### config.mk
export PLATFORM = sky130hd
export DESIGN_NAME = ddo_mul
export DESIGN_NICKNAME = d
export VERILOG_FILES = /design/src/rtl/ddo_pkg.sv /design/src/rtl/ddo_mul.sv
export SDC_FILE = /design/constraint.sdc
export NUM_CORES = 2
export LEC_CHECK = 0
export BUFFER_PORTS_ARGS = -buffer_cell sky130_fd_sc_hd__buf_2
export CAP_MARGIN = 20
export CORE_MARGIN = 10
export CORE_UTILIZATION = 55
export DETAILED_ROUTE_END_ITERATION = 8
export PLACE_DENSITY = 0.71
export SLEW_MARGIN = 20
export SYNTH_ARGS = -nofsm -noshare
export SYNTH_HDL_FRONTEND = slang
export SYNTH_SLANG_ARGS = --single-unit
### constraint.sdc
create_clock -name clk -period 12.3 [get_ports clk]
set_clock_uncertainty 0.15 [all_clocks]
set_input_delay 1.845 -clock clk [delete_from_list [all_inputs] [get_ports clk]]
set_output_delay 1.845 -clock clk [all_outputs]
set_load 0.01 [all_outputs]
### src/rtl/ddo_pkg.sv
// Shared types and constants for the differential-drive odometry block.
// Used by ddo_mul, ddo_cordic and differential_drive_odometry; no dependencies.
`default_nettype none

package ddo_pkg;

	// configuration port
	localparam int CFG_IDX_W  = 1;
	localparam int CFG_DATA_W = 32;
	localparam logic [CFG_IDX_W-1:0] REG_WHEEL_SCALE = 1'd0;
	localparam logic [CFG_IDX_W-1:0] REG_TURN_GAIN   = 1'd1;

	localparam logic [31:0] WHEEL_SCALE_RST = 32'd74161;
	localparam logic [19:0] TURN_GAIN_RST   = 20'd161499;

	// ceil(2^60 / 15625): elapsed * this >> 34 gives the interval in seconds, Q.32
	localparam logic [63:0] DT_RECIP = 64'h0000_431B_DE82_D7B7;
	// 2^64 / 2pi, radians in Q.32 to a binary angle in bits 95..64
	localparam logic [63:0] INV_2PI  = 64'd2935890503282001219;

	// CORDIC datapath
	localparam int TRIG_W     = 34;
	localparam int ATAN_DEPTH = 32;
	localparam int ATAN_IDX_W = 5;
	localparam logic signed [TRIG_W-1:0] CORDIC_X0 = 34'sd652032874;

	typedef struct packed {
		logic signed [15:0] left_speed;
		logic signed [15:0] right_speed;
		logic        [19:0] elapsed;
	} sample_t;

	typedef struct packed {
		logic signed [31:0] x_pos;
		logic signed [31:0] y_pos;
		logic        [15:0] heading;
	} pose_t;

	typedef struct packed {
		logic        start;
		logic [63:0] a;
		logic [63:0] b;
	} mul_req_t;

	typedef struct packed {
		logic         done;
		logic [127:0] prod;
	} mul_rsp_t;

	typedef struct packed {
		logic        start;
		logic [31:0] angle;
	} cordic_req_t;

	typedef struct packed {
		logic                     done;
		logic signed [TRIG_W-1:0] cos_v;
		logic signed [TRIG_W-1:0] sin_v;
	} cordic_rsp_t;

	// atan(2^-i) as a 32-bit binary angle
	function automatic logic [31:0] atan_angle(input logic [ATAN_IDX_W-1:0] i);
		logic [31:0] r;
		unique case (i)
			5'd0:  r = 32'h2000_0000;
			5'd1:  r = 32'h12E4_051E;
			5'd2:  r = 32'h09FB_385B;
			5'd3:  r = 32'h0511_11D4;
			5'd4:  r = 32'h028B_0D43;
			5'd5:  r = 32'h0145_D7E1;
			5'd6:  r = 32'h00A2_F61E;
			5'd7:  r = 32'h0051_7C55;
			5'd8:  r = 32'h0028_BE53;
			5'd9:  r = 32'h0014_5F2F;
			5'd10: r = 32'h000A_2F98;
			5'd11: r = 32'h0005_17CC;
			5'd12: r = 32'h0002_8BE6;
			5'd13: r = 32'h0001_45F3;
			5'd14: r = 32'h0000_A2FA;
			5'd15: r = 32'h0000_517D;
			5'd16: r = 32'h0000_28BE;
			5'd17: r = 32'h0000_145F;
			5'd18: r = 32'h0000_0A30;
			5'd19: r = 32'h0000_0518;
			5'd20: r = 32'h0000_028C;
			5'd21: r = 32'h0000_0146;
			5'd22: r = 32'h0000_00A3;
			5'd23: r = 32'h0000_0051;
			5'd24: r = 32'h0000_0029;
			5'd25: r = 32'h0000_0014;
			5'd26: r = 32'h0000_000A;
			5'd27: r = 32'h0000_0005;
			5'd28: r = 32'h0000_0003;
			5'd29: r = 32'h0000_0001;
			5'd30: r = 32'h0000_0001;
			5'd31: r = 32'h0000_0000;
		endcase
		return r;
	endfunction

endpackage

`default_nettype wire

### src/rtl/ddo_mul.sv
// Shared 64x64 multiplier built from one 32x32 multiplier over four limb products.
// Depends on ddo_pkg (mul_req_t, mul_rsp_t).
`default_nettype none

module ddo_mul import ddo_pkg::*; (
	input  wire logic     clk,
	input  wire logic     arst_n,
	input  wire mul_req_t req,
	output mul_rsp_t      rsp
);

	logic [63:0]  a_q, b_q;
	logic [1:0]   cnt_q;
	logic         busy_q;
	logic [63:0]  prod_s1;
	logic [1:0]   sh_s1;
	logic         vld_s1, last_s1;
	logic [127:0] acc_q;
	logic         done_q;

	logic [31:0]  a_limb, b_limb;
	logic [127:0] addend;

	// cnt bit 0 picks the limb of a, bit 1 the limb of b
	assign a_limb = cnt_q[0] ? a_q[63:32] : a_q[31:0];
	assign b_limb = cnt_q[1] ? b_q[63:32] : b_q[31:0];

	always_comb begin
		unique case (sh_s1)
			2'd0:    addend = {64'd0, prod_s1};
			2'd1:    addend = {32'd0, prod_s1, 32'd0};
			2'd2:    addend = {prod_s1, 64'd0};
			default: addend = '0;
		endcase
	end

	always_ff @(posedge clk or negedge arst_n) begin
		if (!arst_n) begin
			busy_q  <= 1'b0;
			cnt_q   <= '0;
			vld_s1  <= 1'b0;
			last_s1 <= 1'b0;
			done_q  <= 1'b0;
		end else begin
			vld_s1  <= busy_q;
			last_s1 <= busy_q && (cnt_q == 2'd3);
			done_q  <= vld_s1 && last_s1;
			if (req.start) begin
				busy_q <= 1'b1;
				cnt_q  <= '0;
			end else if (busy_q) begin
				cnt_q <= cnt_q + 2'd1;
				if (cnt_q == 2'd3)
					busy_q <= 1'b0;
			end
		end
	end

	always_ff @(posedge clk) begin
		if (req.start) begin
			a_q   <= req.a;
			b_q   <= req.b;
			acc_q <= '0;
		end else if (vld_s1) begin
			acc_q <= acc_q + addend;
		end
		prod_s1 <= 64'(a_limb) * 64'(b_limb);
		sh_s1   <= {1'b0, cnt_q[0]} + {1'b0, cnt_q[1]};
	end

	assign rsp.done = done_q;
	assign rsp.prod = acc_q;

endmodule

`default_nettype wire

==> results_dict.tcl <==
set metrics [dict create \
    synth_common_cells "inv_1 (932), fa_1 (897), nor2_1 (851)" \
    dp_hpwl_mm 157.3 \
    end_kind "register" \
    rsz0062_at_grt "false" \
    async_reset_ff_frac 0.01829 \
    start_util 0.5531 \
    post_drt_wl_per_cell_um 27.06 \
    tns_ns 0 \
    crit_type "reg -> reg" \
    crit_path_frequent_cell "fa_1" \
    slowest_delay_ns 1.09 \
    synth_top_area_frac 0.3422 \
    synth_ff_type "dfxtp_1" \
    core_area_mm2 0.09487 \
    ys_warn_count 0 \
    syn_nets 7358 \
    min_from "acc_q[115]" \
    areaGrowthSynthToFinish_pct 7.473 \
    ant_nets 0 \
    die_area_mm2 0.1082 \
    io_pins 260 \
    routedLengthMet1_mm 70.86 \
    route.met2.wl_mm 84.74 \
    cp.arrival_ns 10.81 \
    holdBufCountCts 0 \
    min_period_ns 10.43 \
    postCtsSetupRepairBufs 0 \
    path_delay_family "adder cells" \
    maxCapViolations 0 \
    fin_util 0.5944 \
    crit_start "cnt_q[1]" \
    cp_slowest_cell "mux2i_2" \
    yosysUniqueCellTypes 86 \
    cts_tree "done" \
    synth_area_leader_cell "fa_1" \
    worstPathMaxFanout 43 \
    finalCritPeriodShare 0.8480 \
    critPathLaunchType "register" \
    die_y_um 328.9 \
    clkSinkCount 328 \
    nets 7416 \
    hold_viol_final 0 \
    worstMarginPinSlew_ns 1.252 \
    crit_required_ns 12.68 \
    highest_layer "met4" \
    wl_met3_mm 25.91 \
    clk_pin_slew_ns 0.06 \
    io_buffers 259 \
    synth_area_per_cell_um2 8.835 \
    gp_congestion 1.039 \
    syn-instance-count 5939 \
    regArea_mm2 0.007890 \
    synth_area_leaders "fa_1 (34%), ha_1 (9.3%), dfxtp_1 (7.4%), edfxtp_1 (7.3%), inv_1 (6.7%)" \
    clock.fmax_mhz 95.88 \
    drc_errors 0 \
    drive_gt1_frac 0.09026 \
    grt_pass1_wl_mm 290.8 \
    setup_violations 0 \
    yosysMostFrequentCell "inv_1" \
    reg2reg_from "cnt_q[1]" \
    dr.pass1.iters 8 \
    synth-seq-cells 328 \
    grt_usage 0.3632 \
    grt_overflow_total 0 \
    clock_path_buffers 3 \
    synth_enable_flop_cells 128 \
    ctsResizeCount 0 \
    seq_area_frac_synth 0.1501 \
    drt_iter0_drc 5004 \
    detail_route.vias_per_cell 6.077 \
    outcome "finished, final reports clean" \
    num_vias 44320 \
    syn_area_mm2 0.05247 \
    rows 113 \
    grt_pass1_vias 45330 \
    holdCritPathClass "reg -> reg" \
    slew_headroom 0.1489 \
    antenna_found_initial 4 \
    crit_buf_inv 5 \
    fill_cells 8476 \
    slew_viol_final 0 \
    multiInputGateArea_mm2 0.04014 \
    h-tree-depth 2 \
    fp.dieW_um 328.9 \
    insertion_delay_ns 0.64 \
    cts_root_buffer "clkbuf_16" \
    drt_wl_total_mm 197.3 \
    grt_max_degree 97 \
    cts_buffers 39 \
]
[worst paths after layout]
path	end	slack, ns	cells past startpoint
max reg2reg	prod_s1[56]	1.87	27
min in group asynchronous	done_q	0.98	1
min reg2reg	acc_q[115]	0.32	2
min	acc_q[115]	0.32	2
max	prod_s1[56]	1.87	27
max in group asynchronous	cnt_q[0]	10.69	1
[through the flow]
stage | std cells | hold slack [ns] | cell area, µm² | worst slack [ns]
CTS | 7291 | 0.3221 | 56370 | 2.063
floorplan | 5939 | 0.2837 | 52470 | 3.206
detailed placement | 7220 | 0.3141 | 54980 | 2.132
global placement | 7220 | 0.3049 | 54970 | 2.337
finish | 7293 | 0.3183 | 56390 | 1.870
global route | 7292 | 0.3468 | 56390 | 1.590
[cells in the final DEF (no fill, tap or decap), types with 64 or more instances in the layout]
master    count
buf_4        76
nor2_1      850
a21oi_1     258
nand4_1      83
ha_1        391
dfxtp_1     193
o21ai_0     145
fa_1        897
buf_2       258
mux2_2       64
edfxtp_1    128
xnor2_1     115
and2_1       75
a21o_1       95
nand2_1     650
mux2i_1     129
inv_1       932
[layer usage]
layer | GRT usage | vias up
met2 | 0.5493 | 2929
li1 | - | 19030
met5 | 0 | -
met4 | 0.2305 | 0
met3 | 0.1291 | 681
met1 | 0.4380 | 21680
[worst min-delay path: stages, from the launching register on]
cell,delay [ns]
dfxtp_1,0.32
nand2_1,0.05
o21ai_1,0.05
[area by class of cell]
cell class / instances / area share
timing repair buffer: 336 / 0.03350
antenna: 1 / 0.00004438
sequential: 328 / 0.1399
inverter: 932 / 0.06204
clock buffer: 49 / 0.01868
multi-input combinational: 4360 / 0.7118
clock inverter: 22 / 0.005946
tap: 1265 / 0.02807
[kinds of logic after synthesis]
kind of cell	Yosys count	synth area share
and+or+nand+nor	1847	0.1479
adders and majority gates	1288	0.4355
buffers and inverters	1251	0.08985
AOI/OAI and AO/OA	810	0.09999
DFF	328	0.1501
muxes	244	0.04807
xor gates and xnor gates	171	0.02854
[flip-flops by register name (all words and copies together), names as in the netlist]
register,cells
done_q,1
prod_s1,64
last_s1,1
acc_q,128
b_q,64
a_q,64
vld_s1,1
busy_q,1
cnt_q,2
sh_s1,2
Power is left out: the tool's default activity adds up to more than one toggle a clock period on the data nets, which glitch-free logic cannot reach.
