## src/rtl/ddo_pkg.sv

```systemverilog
// Shared types and constants for the differential-drive odometry block.
// Used by ddo_mul, ddo_cordic and differential_drive_odometry; no dependencies.
`default_nettype none

package ddo_pkg;

	// configuration port
	localparam int CFG_IDX_W  = 1;
	localparam int CFG_DATA_W = 32;
	localparam logic [CFG_IDX_W-1:0] REG_WHEEL_SCALE = 1'd0;
	localparam logic [CFG_IDX_W-1:0] REG_TURN_GAIN   = 1'd1;

	localparam logic [31:0] WHEEL_SCALE_RST = 32'd74161;
	localparam logic [19:0] TURN_GAIN_RST   = 20'd161499;

	// ceil(2^60 / 15625): elapsed * this >> 34 gives the interval in seconds, Q.32
	localparam logic [63:0] DT_RECIP = 64'h0000_431B_DE82_D7B7;
	// 2^64 / 2pi, radians in Q.32 to a binary angle in bits 95..64
	localparam logic [63:0] INV_2PI  = 64'd2935890503282001219;

	// CORDIC datapath
	localparam int TRIG_W     = 34;
	localparam int ATAN_DEPTH = 32;
	localparam int ATAN_IDX_W = 5;
	localparam logic signed [TRIG_W-1:0] CORDIC_X0 = 34'sd652032874;

	typedef struct packed {
		logic signed [15:0] left_speed;
		logic signed [15:0] right_speed;
		logic        [19:0] elapsed;
	} sample_t;

	typedef struct packed {
		logic signed [31:0] x_pos;
		logic signed [31:0] y_pos;
		logic        [15:0] heading;
	} pose_t;

	typedef struct packed {
		logic        start;
		logic [63:0] a;
		logic [63:0] b;
	} mul_req_t;

	typedef struct packed {
		logic         done;
		logic [127:0] prod;
	} mul_rsp_t;

	typedef struct packed {
		logic        start;
		logic [31:0] angle;
	} cordic_req_t;

	typedef struct packed {
		logic                     done;
		logic signed [TRIG_W-1:0] cos_v;
		logic signed [TRIG_W-1:0] sin_v;
	} cordic_rsp_t;

	// atan(2^-i) as a 32-bit binary angle
	function automatic logic [31:0] atan_angle(input logic [ATAN_IDX_W-1:0] i);
		logic [31:0] r;
		unique case (i)
			5'd0:  r = 32'h2000_0000;
			5'd1:  r = 32'h12E4_051E;
			5'd2:  r = 32'h09FB_385B;
			5'd3:  r = 32'h0511_11D4;
			5'd4:  r = 32'h028B_0D43;
			5'd5:  r = 32'h0145_D7E1;
			5'd6:  r = 32'h00A2_F61E;
			5'd7:  r = 32'h0051_7C55;
			5'd8:  r = 32'h0028_BE53;
			5'd9:  r = 32'h0014_5F2F;
			5'd10: r = 32'h000A_2F98;
			5'd11: r = 32'h0005_17CC;
			5'd12: r = 32'h0002_8BE6;
			5'd13: r = 32'h0001_45F3;
			5'd14: r = 32'h0000_A2FA;
			5'd15: r = 32'h0000_517D;
			5'd16: r = 32'h0000_28BE;
			5'd17: r = 32'h0000_145F;
			5'd18: r = 32'h0000_0A30;
			5'd19: r = 32'h0000_0518;
			5'd20: r = 32'h0000_028C;
			5'd21: r = 32'h0000_0146;
			5'd22: r = 32'h0000_00A3;
			5'd23: r = 32'h0000_0051;
			5'd24: r = 32'h0000_0029;
			5'd25: r = 32'h0000_0014;
			5'd26: r = 32'h0000_000A;
			5'd27: r = 32'h0000_0005;
			5'd28: r = 32'h0000_0003;
			5'd29: r = 32'h0000_0001;
			5'd30: r = 32'h0000_0001;
			5'd31: r = 32'h0000_0000;
		endcase
		return r;
	endfunction

endpackage

`default_nettype wire

```

## src/rtl/ddo_cordic.sv

```systemverilog
// Iterative rotation-mode CORDIC, one micro-rotation per cycle.
// Depends on ddo_pkg (cordic_req_t, cordic_rsp_t, atan_angle).
`default_nettype none

module ddo_cordic import ddo_pkg::*; #(
	parameter int STEPS = 16
) (
	input  wire logic        clk,
	input  wire logic        arst_n,
	input  wire cordic_req_t req,
	output cordic_rsp_t      rsp
);

	localparam int N = (STEPS > ATAN_DEPTH) ? ATAN_DEPTH : STEPS;
	localparam logic [ATAN_IDX_W-1:0] LAST = ATAN_IDX_W'(N - 1);

	logic                     busy_q, done_q, flip_q;
	logic [ATAN_IDX_W-1:0]    idx_q;
	logic signed [TRIG_W-1:0] x_q, y_q, z_q;

	logic                     flip;
	logic [31:0]              ang_in;
	logic signed [TRIG_W-1:0] xs, ys, step;

	// second and third quadrant: rotate by a half turn, negate at the end
	assign flip   = req.angle[31] ^ req.angle[30];
	assign ang_in = flip ? (req.angle ^ 32'h8000_0000) : req.angle;

	assign xs   = x_q >>> idx_q;
	assign ys   = y_q >>> idx_q;
	assign step = signed'({2'b00, atan_angle(idx_q)});

	always_ff @(posedge clk or negedge arst_n) begin
		if (!arst_n) begin
			busy_q <= 1'b0;
			done_q <= 1'b0;
			idx_q  <= '0;
		end else begin
			done_q <= 1'b0;
			if (req.start) begin
				busy_q <= 1'b1;
				idx_q  <= '0;
			end else if (busy_q) begin
				idx_q <= idx_q + 1'b1;
				if (idx_q == LAST) begin
					busy_q <= 1'b0;
					done_q <= 1'b1;
				end
			end
		end
	end

	always_ff @(posedge clk) begin
		if (req.start) begin
			flip_q <= flip;
			x_q    <= CORDIC_X0;
			y_q    <= '0;
			z_q    <= signed'({{(TRIG_W-32){ang_in[31]}}, ang_in});
		end else if (busy_q) begin
			if (!z_q[TRIG_W-1]) begin
				x_q <= x_q - ys;
				y_q <= y_q + xs;
				z_q <= z_q - step;
			end else begin
				x_q <= x_q + ys;
				y_q <= y_q - xs;
				z_q <= z_q + step;
			end
		end
	end

	assign rsp.done  = done_q;
	assign rsp.cos_v = flip_q ? -x_q : x_q;
	assign rsp.sin_v = flip_q ? -y_q : y_q;

endmodule

`default_nettype wire

```

## config.mk

```make
export PLATFORM = sky130hd
export DESIGN_NAME = ddo_cordic
export DESIGN_NICKNAME = d
export VERILOG_FILES = /design/src/rtl/ddo_pkg.sv /design/src/rtl/ddo_cordic.sv
export SDC_FILE = /design/constraint.sdc
export NUM_CORES = 1
export LEC_CHECK = 0
export ABC_AREA = 1
export BUFFER_PORTS_ARGS = -buffer_cell sky130_fd_sc_hd__buf_4
export CAP_MARGIN = 40
export CORE_UTILIZATION = 55
export CTS_CLUSTER_DIAMETER = 30
export DETAILED_ROUTE_END_ITERATION = 6
export PLACE_DENSITY = 0.78
export SYNTH_ARGS = -nofsm -noshare
export SYNTH_HDL_FRONTEND = slang
export SYNTH_SLANG_ARGS = --single-unit
```

## constraint.sdc

```tcl
create_clock -name clk -period 9.1 [get_ports clk]
set_input_delay 1.82 -clock clk [delete_from_list [all_inputs] [get_ports clk]]
set_output_delay 1.82 -clock clk [all_outputs]
set_load 0.005 [all_outputs]
```

==> out/qor.txt, run 1 <==
Maximum fanout along the worst path = 73
CTS Hold Bufs = 0
Fin crit share = 65.1%
RSZ-0062 raised after global routing = no
Register-to-Register Path Depth = 33
Layout cell share with drive strength beyond 1 = 8.14%
Status = finished, final reports clean
First-pass GRT wire length = 96.0 mm
Cell row count = 65
Worst VDD drop = 0.238 mV
#FFs+latches synth = 110
Post-route ant nets = 0
Slew Viols, Final = 0
FILL cells = 3298
Setup bufs post-CTS = 0
WL final = 60.7 mm
Final Hold Vio Count = 0
Slowest-stage cell, CP = buf_4
# port buffers = 103
WL/cell = 17.7 microns
Setup tns final = 0 ns
Die height = 181 microns
Worst-Skew Late Latency = 0.41 ns
DP HPWL = 47.4 mm
Worst Setup End Kind = flip-flop
CP Class = flip-flop to flip-flop
Ports = 104
Synth top area share = 18.9%
Worst-Margin Slew = 0.806 ns
CTS Buffer Depth = 2
Min-Delay Path Class = flip-flop to flip-flop
Hold depth = 2
Ranking of synthesized cells by area = nand2_1 (19%), nand3_1 (11%), ha_1 (8.2%)
WP data required = 9.37 ns
First drt pass iteration count = 6
Mapped cell area = 17600 sq um
Antenna fix cells = 0
Routed vias = 20.3k
Post-CTS sizing = 0
CTS buffer count = 9
Htree depth = 3
Power Total = 8480 uW
CTS tree = yes
Fin cells = 3438
Register area share after synthesis = 14.7%
Largest net degree at the start of global routing = 77
GR Overflow Total = 0
Placed insts = 3422
Min Tclk post-route = 5.93 ns
Post-synth EDFFs = 35
Max incr delay on CP = 0.66 ns
DRC = 0
Post-Synthesis Cells = 3017
Fmax = 169 MHz
Number of global-route vias before repair = 18.6k
Initial core utilization = 55.8%
Tot GR Track Use = 36.9%
Drt initial violations = 1855
Post-synth cell types = 61
CORE AREA = 31500 sq um
Post-synth top area cell = nand2_1
Root buffer cell = clkbuf_16
Static leakage = 0.00948 uW
Final setup fails = 0
Syn_area_per_cell = 5.82 sq um
Final net count = 3184
Critical Path AT = 6.20 ns
Pwr per Cell Area = 456 nW/um^2
Sink Count = 110
Vias per cell = 5.92
Yosys Warn Count = 0
Post-layout util = 59.1%
Crit start category = flip-flop
Area delta synth->final = 6.02%
Final GP Congestion = 0.987
Clock-pin slew on the worst setup and hold paths = 0.09 ns
Die width = 181 microns
Most used DFF post-synth = dfxtp_1
Initial antenna violation count = 0
Maxcap violations = 0
Die ar. = 32600 sq um
Asr flop ratio synth = 6.36%
Final setup skew = 0.0138 ns
Synthesized Nets = 3170
Rel. slew slack = 46.1%
Cell mode on critical path = nand2_1
## layout by cell type, fill, tap and decap left out, drive strengths merged, types with 10 or more instances in the layout
cell type,count
a31oi,31
o21bai,12
xnor2,47
nor3,35
clkbuf,11
o21ai,160
inv,308
xor2,126
a21oi,163
nor2,288
o22ai,26
ha,115
buf,124
nand2,898
or2,31
o21a,13
dfxtp,68
o211ai,13
nand4,23
nor4,16
nand3,412
a21o,10
edfxtp,35
## final timing paths
check                              start        to  slack, ns
worst min register to register    y_q[2]    y_q[2]       0.59
worst max-delay path            idx_q[2]   x_q[31]       3.17
min in group asynchronous         arst_n    busy_q       1.23
worst max register to register  idx_q[2]   x_q[31]       3.17
max in group asynchronous         arst_n  idx_q[1]       7.71
worst min-delay path              y_q[2]    y_q[2]       0.59
## worst max-delay path: cells and delay by family (launching register included)
kind	cells	cell delay [ns]
flip-flops	1	0.50
XOR/XNOR	1	0.15
AND/OR/NAND/NOR	19	2.52
buffers and inverters	6	0.99
AO/OA/AOI/OAI	5	1.06
adder cells (fa/ha/maj)	2	0.52
## per-layer routing
| metal | vias to the layer above | GRT usage [%] | part of all wire (%) |
|---|---|---|---|
| li1 | 10000 | - | - |
| met1 | 9355 | 46.5 | 42 |
| met2 | 827 | 63.6 | 47 |
| met3 | 140 | 3.92 | 6.3 |
| met4 | 0 | 15.4 | 4.0 |
| met5 | - | 0 | 0 |
## final cells by class
type                            count  area, sq um  area share, %
Multi-Input combinational cell   2476        13100           70.5
Sequential cell                   110         2590           13.9
Inverter                          310         1170           6.28
Timing Repair Buffer              124          931           5.00
Tap cell                          402          503           2.70
Clock buffer                       11          254           1.36
Clock inverter                      5         33.8          0.182
## synth_stat cells (8+ instances only)
cell,number
a21o_1,10
a21oi_1,162
a31oi_1,31
buf_1,14
buf_2,35
buf_6,20
clkbuf_1,47
dfxtp_1,68
edfxtp_1,35
ha_1,115
inv_1,292
inv_2,15
nand2_1,886
nand2_2,12
nand3_1,402
nand3_2,10
nand4_1,23
nor2_1,272
nor2_2,13
nor3_1,30
nor4_1,16
o211ai_1,13
o21a_1,13
o21ai_0,139
o21ai_1,12
o21ai_2,8
o21bai_1,12
o22ai_1,26
or2_2,30
xnor2_1,47
xor2_1,126
## metrics by stage
stage / setup WS [ns] / hold WS [ns] / area (sq um)
after detailed placement: 3.41 / 0.571 / 18300
after global placement: 3.49 / 0.566 / 18300
after global routing: 2.74 / 0.609 / 18600
final: 3.17 / 0.591 / 18600
after CTS: 3.38 / 0.587 / 18600
after floorplan: 4.62 / 0.497 / 17600
## registers in the layout, indices dropped and copies added, names as in the netlist
register and cells:
busy_q 1, done_q 1, z_q 34, y_q 34, flip_q 1, idx_q 5
x_q 34
## report_power, final
group          internal [uW]  switching, uW  total, uW
registers                778            334       1110
logic                   2610           4330       6950
clock network            202            217        419
total                   3590           4890       8480
## cell families (layout without fill, tap and decap cells)
group	Yosys count	in the layout	share of synthesized area (%)
AOI/OAI and AO/OA	470	470	15.6
xor gates and xnor gates	173	173	8.63
adders and majority gates	118	118	8.54
buffers and inverters	431	450	10.5
DFF	110	110	14.7
muxes	1	1	0.0641
and+or+nand+nor	1714	1714	42.0
Note: power is estimated with default switching activity, not from simulation.
==> run 2, diff against run 1 <==
--- a/config.mk
+++ b/config.mk
@@ -11,7 +11,7 @@
 export CORE_UTILIZATION = 55
 export CTS_CLUSTER_DIAMETER = 30
 export DETAILED_ROUTE_END_ITERATION = 6
-export PLACE_DENSITY = 0.78
+export PLACE_DENSITY = 0.81
 export SYNTH_ARGS = -nofsm -noshare
 export SYNTH_HDL_FRONTEND = slang
 export SYNTH_SLANG_ARGS = --single-unit
==> constraint.sdc (replaced) <==
create_clock -name clk -period 5.4 [get_ports clk]
set_input_delay 1.08 -clock clk [delete_from_list [all_inputs] [get_ports clk]]
set_output_delay 1.08 -clock clk [all_outputs]
set_load 0.005 [all_outputs]
==> run 2 against run 1 <==
  * Critical path depth decreased by 4
  * Combinational power increased by 77%
  * Utilization increased by 1.9 points
  * Cell area increased by 3.3%
  * First-iteration DRC count increased by 17%
  * Sequential share of layout area decreased by 0.44 points
  * Sequential power increased by 69%
  * Setup slack got worse by 2.8 ns
  * Final cell count increased by 1.4%
  * Flip-flop and latch count unchanged
  * Register-to-register slack got worse by 2.8 ns
  * Count of clock-buffer cells in the layout increased by 1
  * Critical endpoint is now z_q[21]
==> out/qor.txt, run 2 (synthesis results as in run 1) <==
Critical Path AT = 5.24 ns (-0.96 ns)
Die ar. = 32600 sq um (unchanged)
Internal power = 6250 uW (+74%)
Drt initial violations = 2164 (+17%)
Post-route ant nets = 0 (unchanged)
R2R setup slack = 0.33 ns (-2.84 ns)
Area occupied by registers = 2590 sq um (unchanged)
Root buffer cell = clkbuf_16
CTS Buffer Depth = 2 (unchanged)
Slew Viols, Final = 0 (unchanged)
Largest registers = x_q (34), y_q (34), z_q (34)
Final setup skew = 0.0112 ns (-0.00256 ns)
Slowest-stage cell, CP = dfrtp_2
Clock-pin slew on the worst setup and hold paths = 0.09 ns (about the same)
CTS tree = yes
Net switching power = 8610 uW (+76%)
Number of global-route vias before repair = 19.3k (+3.6%)
Antenna fix cells = 0 (unchanged)
Fin crit share = 93.8% (+29 points)
Die width = 181 microns (unchanged)
CP Class = flip-flop to flip-flop
DRC = 0 (unchanged)
Ports = 104 (unchanged)
Placed cell areas = 18600 sq um (+1.7%)
CORE AREA = 31500 sq um (unchanged)
Min-Delay Path Class = input pin to async pin
Gate power share = 82.6% (+0.7 points)
Htree depth = 3 (unchanged)
Finished Cell Area = 19200 sq um (+3.3%)
Crit start category = flip-flop
WL/cell = 18.6 microns (+5.4%)
Power Total = 14900 uW (+75%)
First-pass GRT wire length = 102 mm (+6.5%)
Layout cell share with drive strength beyond 1 = 10.3% (+2.2 points)
Cell row count = 65 (unchanged)
Switching share of total power = 58.0% (+0.33 points)
WP data required = 5.57 ns (-3.80 ns)
Maximum fanout along the worst path = 10 (-86%)
Register-to-Register Path Depth = 29 (-12%)
Tot GR Track Use = 39.5% (+2.6 points)
Worst-Skew Late Latency = 0.40 ns (about the same)
Rel. slew slack = 51.8% (+5.7 points)
First drt pass iteration count = 6 (unchanged)
Pwr per Cell Area = 773 nW/um^2 (+70%)
GR Overflow Total = 0 (unchanged)
Die height = 181 microns (unchanged)
Initial core utilization = 55.8% (unchanged)
Cell mode on critical path = nand2_1
Routed vias = 20.8k (+2.3%)
Status = finished, final reports clean
Final Hold Vio Count = 0 (unchanged)
Clk pwr share = 4.7% (-0.2 points)
Maxcap violations = 0 (unchanged)
# port buffers = 103 (unchanged)
Largest net degree at the start of global routing = 67 (-13%)
Min Tclk post-route = 5.07 ns (-0.861 ns)
Final net count = 3232 (+1.5%)
FF-to-FF Start = idx_q[1]
FILL cells = 3128 (-5.2%)
Reg2Reg Capture Point = z_q[21]
Final GP Congestion = 1.02 (+3.1%)
CTS buffer count = 9 (unchanged)
DP HPWL = 51.2 mm (+8.0%)
Area delta synth->final = 9.49%
Static leakage = 0.00979 uW (+3.2%)
Worst VDD drop = 0.437 mV (+84%)
Worst-Margin Slew = 0.722 ns (-0.0839 ns)
Commonest cells after routing, fill and taps aside = nand2_1 (884), nand3_1 (401), inv_1 (288)
Vias per cell = 5.97 (+0.93%)
Final setup fails = 0 (unchanged)
Max incr delay on CP = 0.40 ns (-0.26 ns)
WL final = 64.9 mm (+6.9%)
Post-layout util = 61.1% (+1.9 points)
Sequential share of power = 12.7% (-0.4 points)
Sink Count = 110 (unchanged)
Worst Setup End Kind = flip-flop
Most common cell after layout, fill and taps aside = nand2_1
Multi-input logic area = 13300 sq um (+1.3%)
Initial antenna violation count = 0 (unchanged)
Fmax = 197 MHz (+17%)
==> run 2: cell count changes in the layout (fill, tap and decap cells not counted), sizes merged <==
cell,delta
buf,+48
clkbuf,+1
clkinv,-1
clkinvlp,-1
inv,+1
==> run 2: layer usage <==
metal	share of wire [%]	global-route usage, %
met4	4.6	18.2
met2	47	67.6
met3	7.5	3.72
met1	41	50.0
met5	0	0
==> run 2: worst max-delay path: cells and delay by family (launching register included) <==
kind,cells,cell delay (ns)
AND/OR/NAND/NOR,13,1.85
flip-flops,1,0.40
XOR/XNOR,1,0.11
AO/OA/AOI/OAI,7,1.08
adder cells (fa/ha/maj),3,0.90
buffers and inverters,5,0.49
==> run 2: power by group through the flow <==
| stage | registers [uW] | logic, uW | clock network (uW) |
|---|---|---|---|
| finish | 1880 | 12300 | 697 |
| global placement | 1870 | 11400 | 0 |
| CTS | 1860 | 11800 | 699 |
| floorplan | 1610 | 8860 | 0 |
| global route | 1920 | 13700 | 721 |
| detailed placement | 1880 | 11700 | 0 |
==> run 2: area by class of cell <==
cell class / count / share of cell area, %
clock buffer: 12 / 1.23
clock inverter: 4 / 0.156
inverter: 310 / 6.13
multi-input combinational: 2476 / 69.2
sequential: 110 / 13.5
tap: 402 / 2.62
timing repair buffer: 172 / 7.19
==> run 2: per-stage QoR <==
step	std cells	hold WS, ns	worst slack (ns)	setup TNS (ns)
2_1_floorplan	3017	0.497	0.922	0
3_3_place_gp	3453	0.570	-0.0293	-0.0569
3_5_place_dp	3455	0.579	-0.0973	-0.236
4_1_cts	3471	0.485	0.0381	0
5_1_grt	3486	0.496	-0.0303	-0.0823
6_report	3486	0.493	0.334	0
==> run 2: timing repair <==
item	CTS	global route
gates resized for setup	3	50
hold buffers	0	0
endpoints found under the setup margin	3	26
pin swaps	0	11
cloned	0	0
setup buffers	0	15
==> run 2: how the worst max path moves through the flow <==
stage,from,to,depth (start not counted)
4_1_cts,idx_q[0],y_q[33],33
6_report,idx_q[1],z_q[21],29
2_1_floorplan,idx_q[1],z_q[23],33
5_1_grt,idx_q[0],y_q[29],30
3_5_place_dp,idx_q[0],x_q[31],32
3_3_place_gp,idx_q[3],x_q[31],29
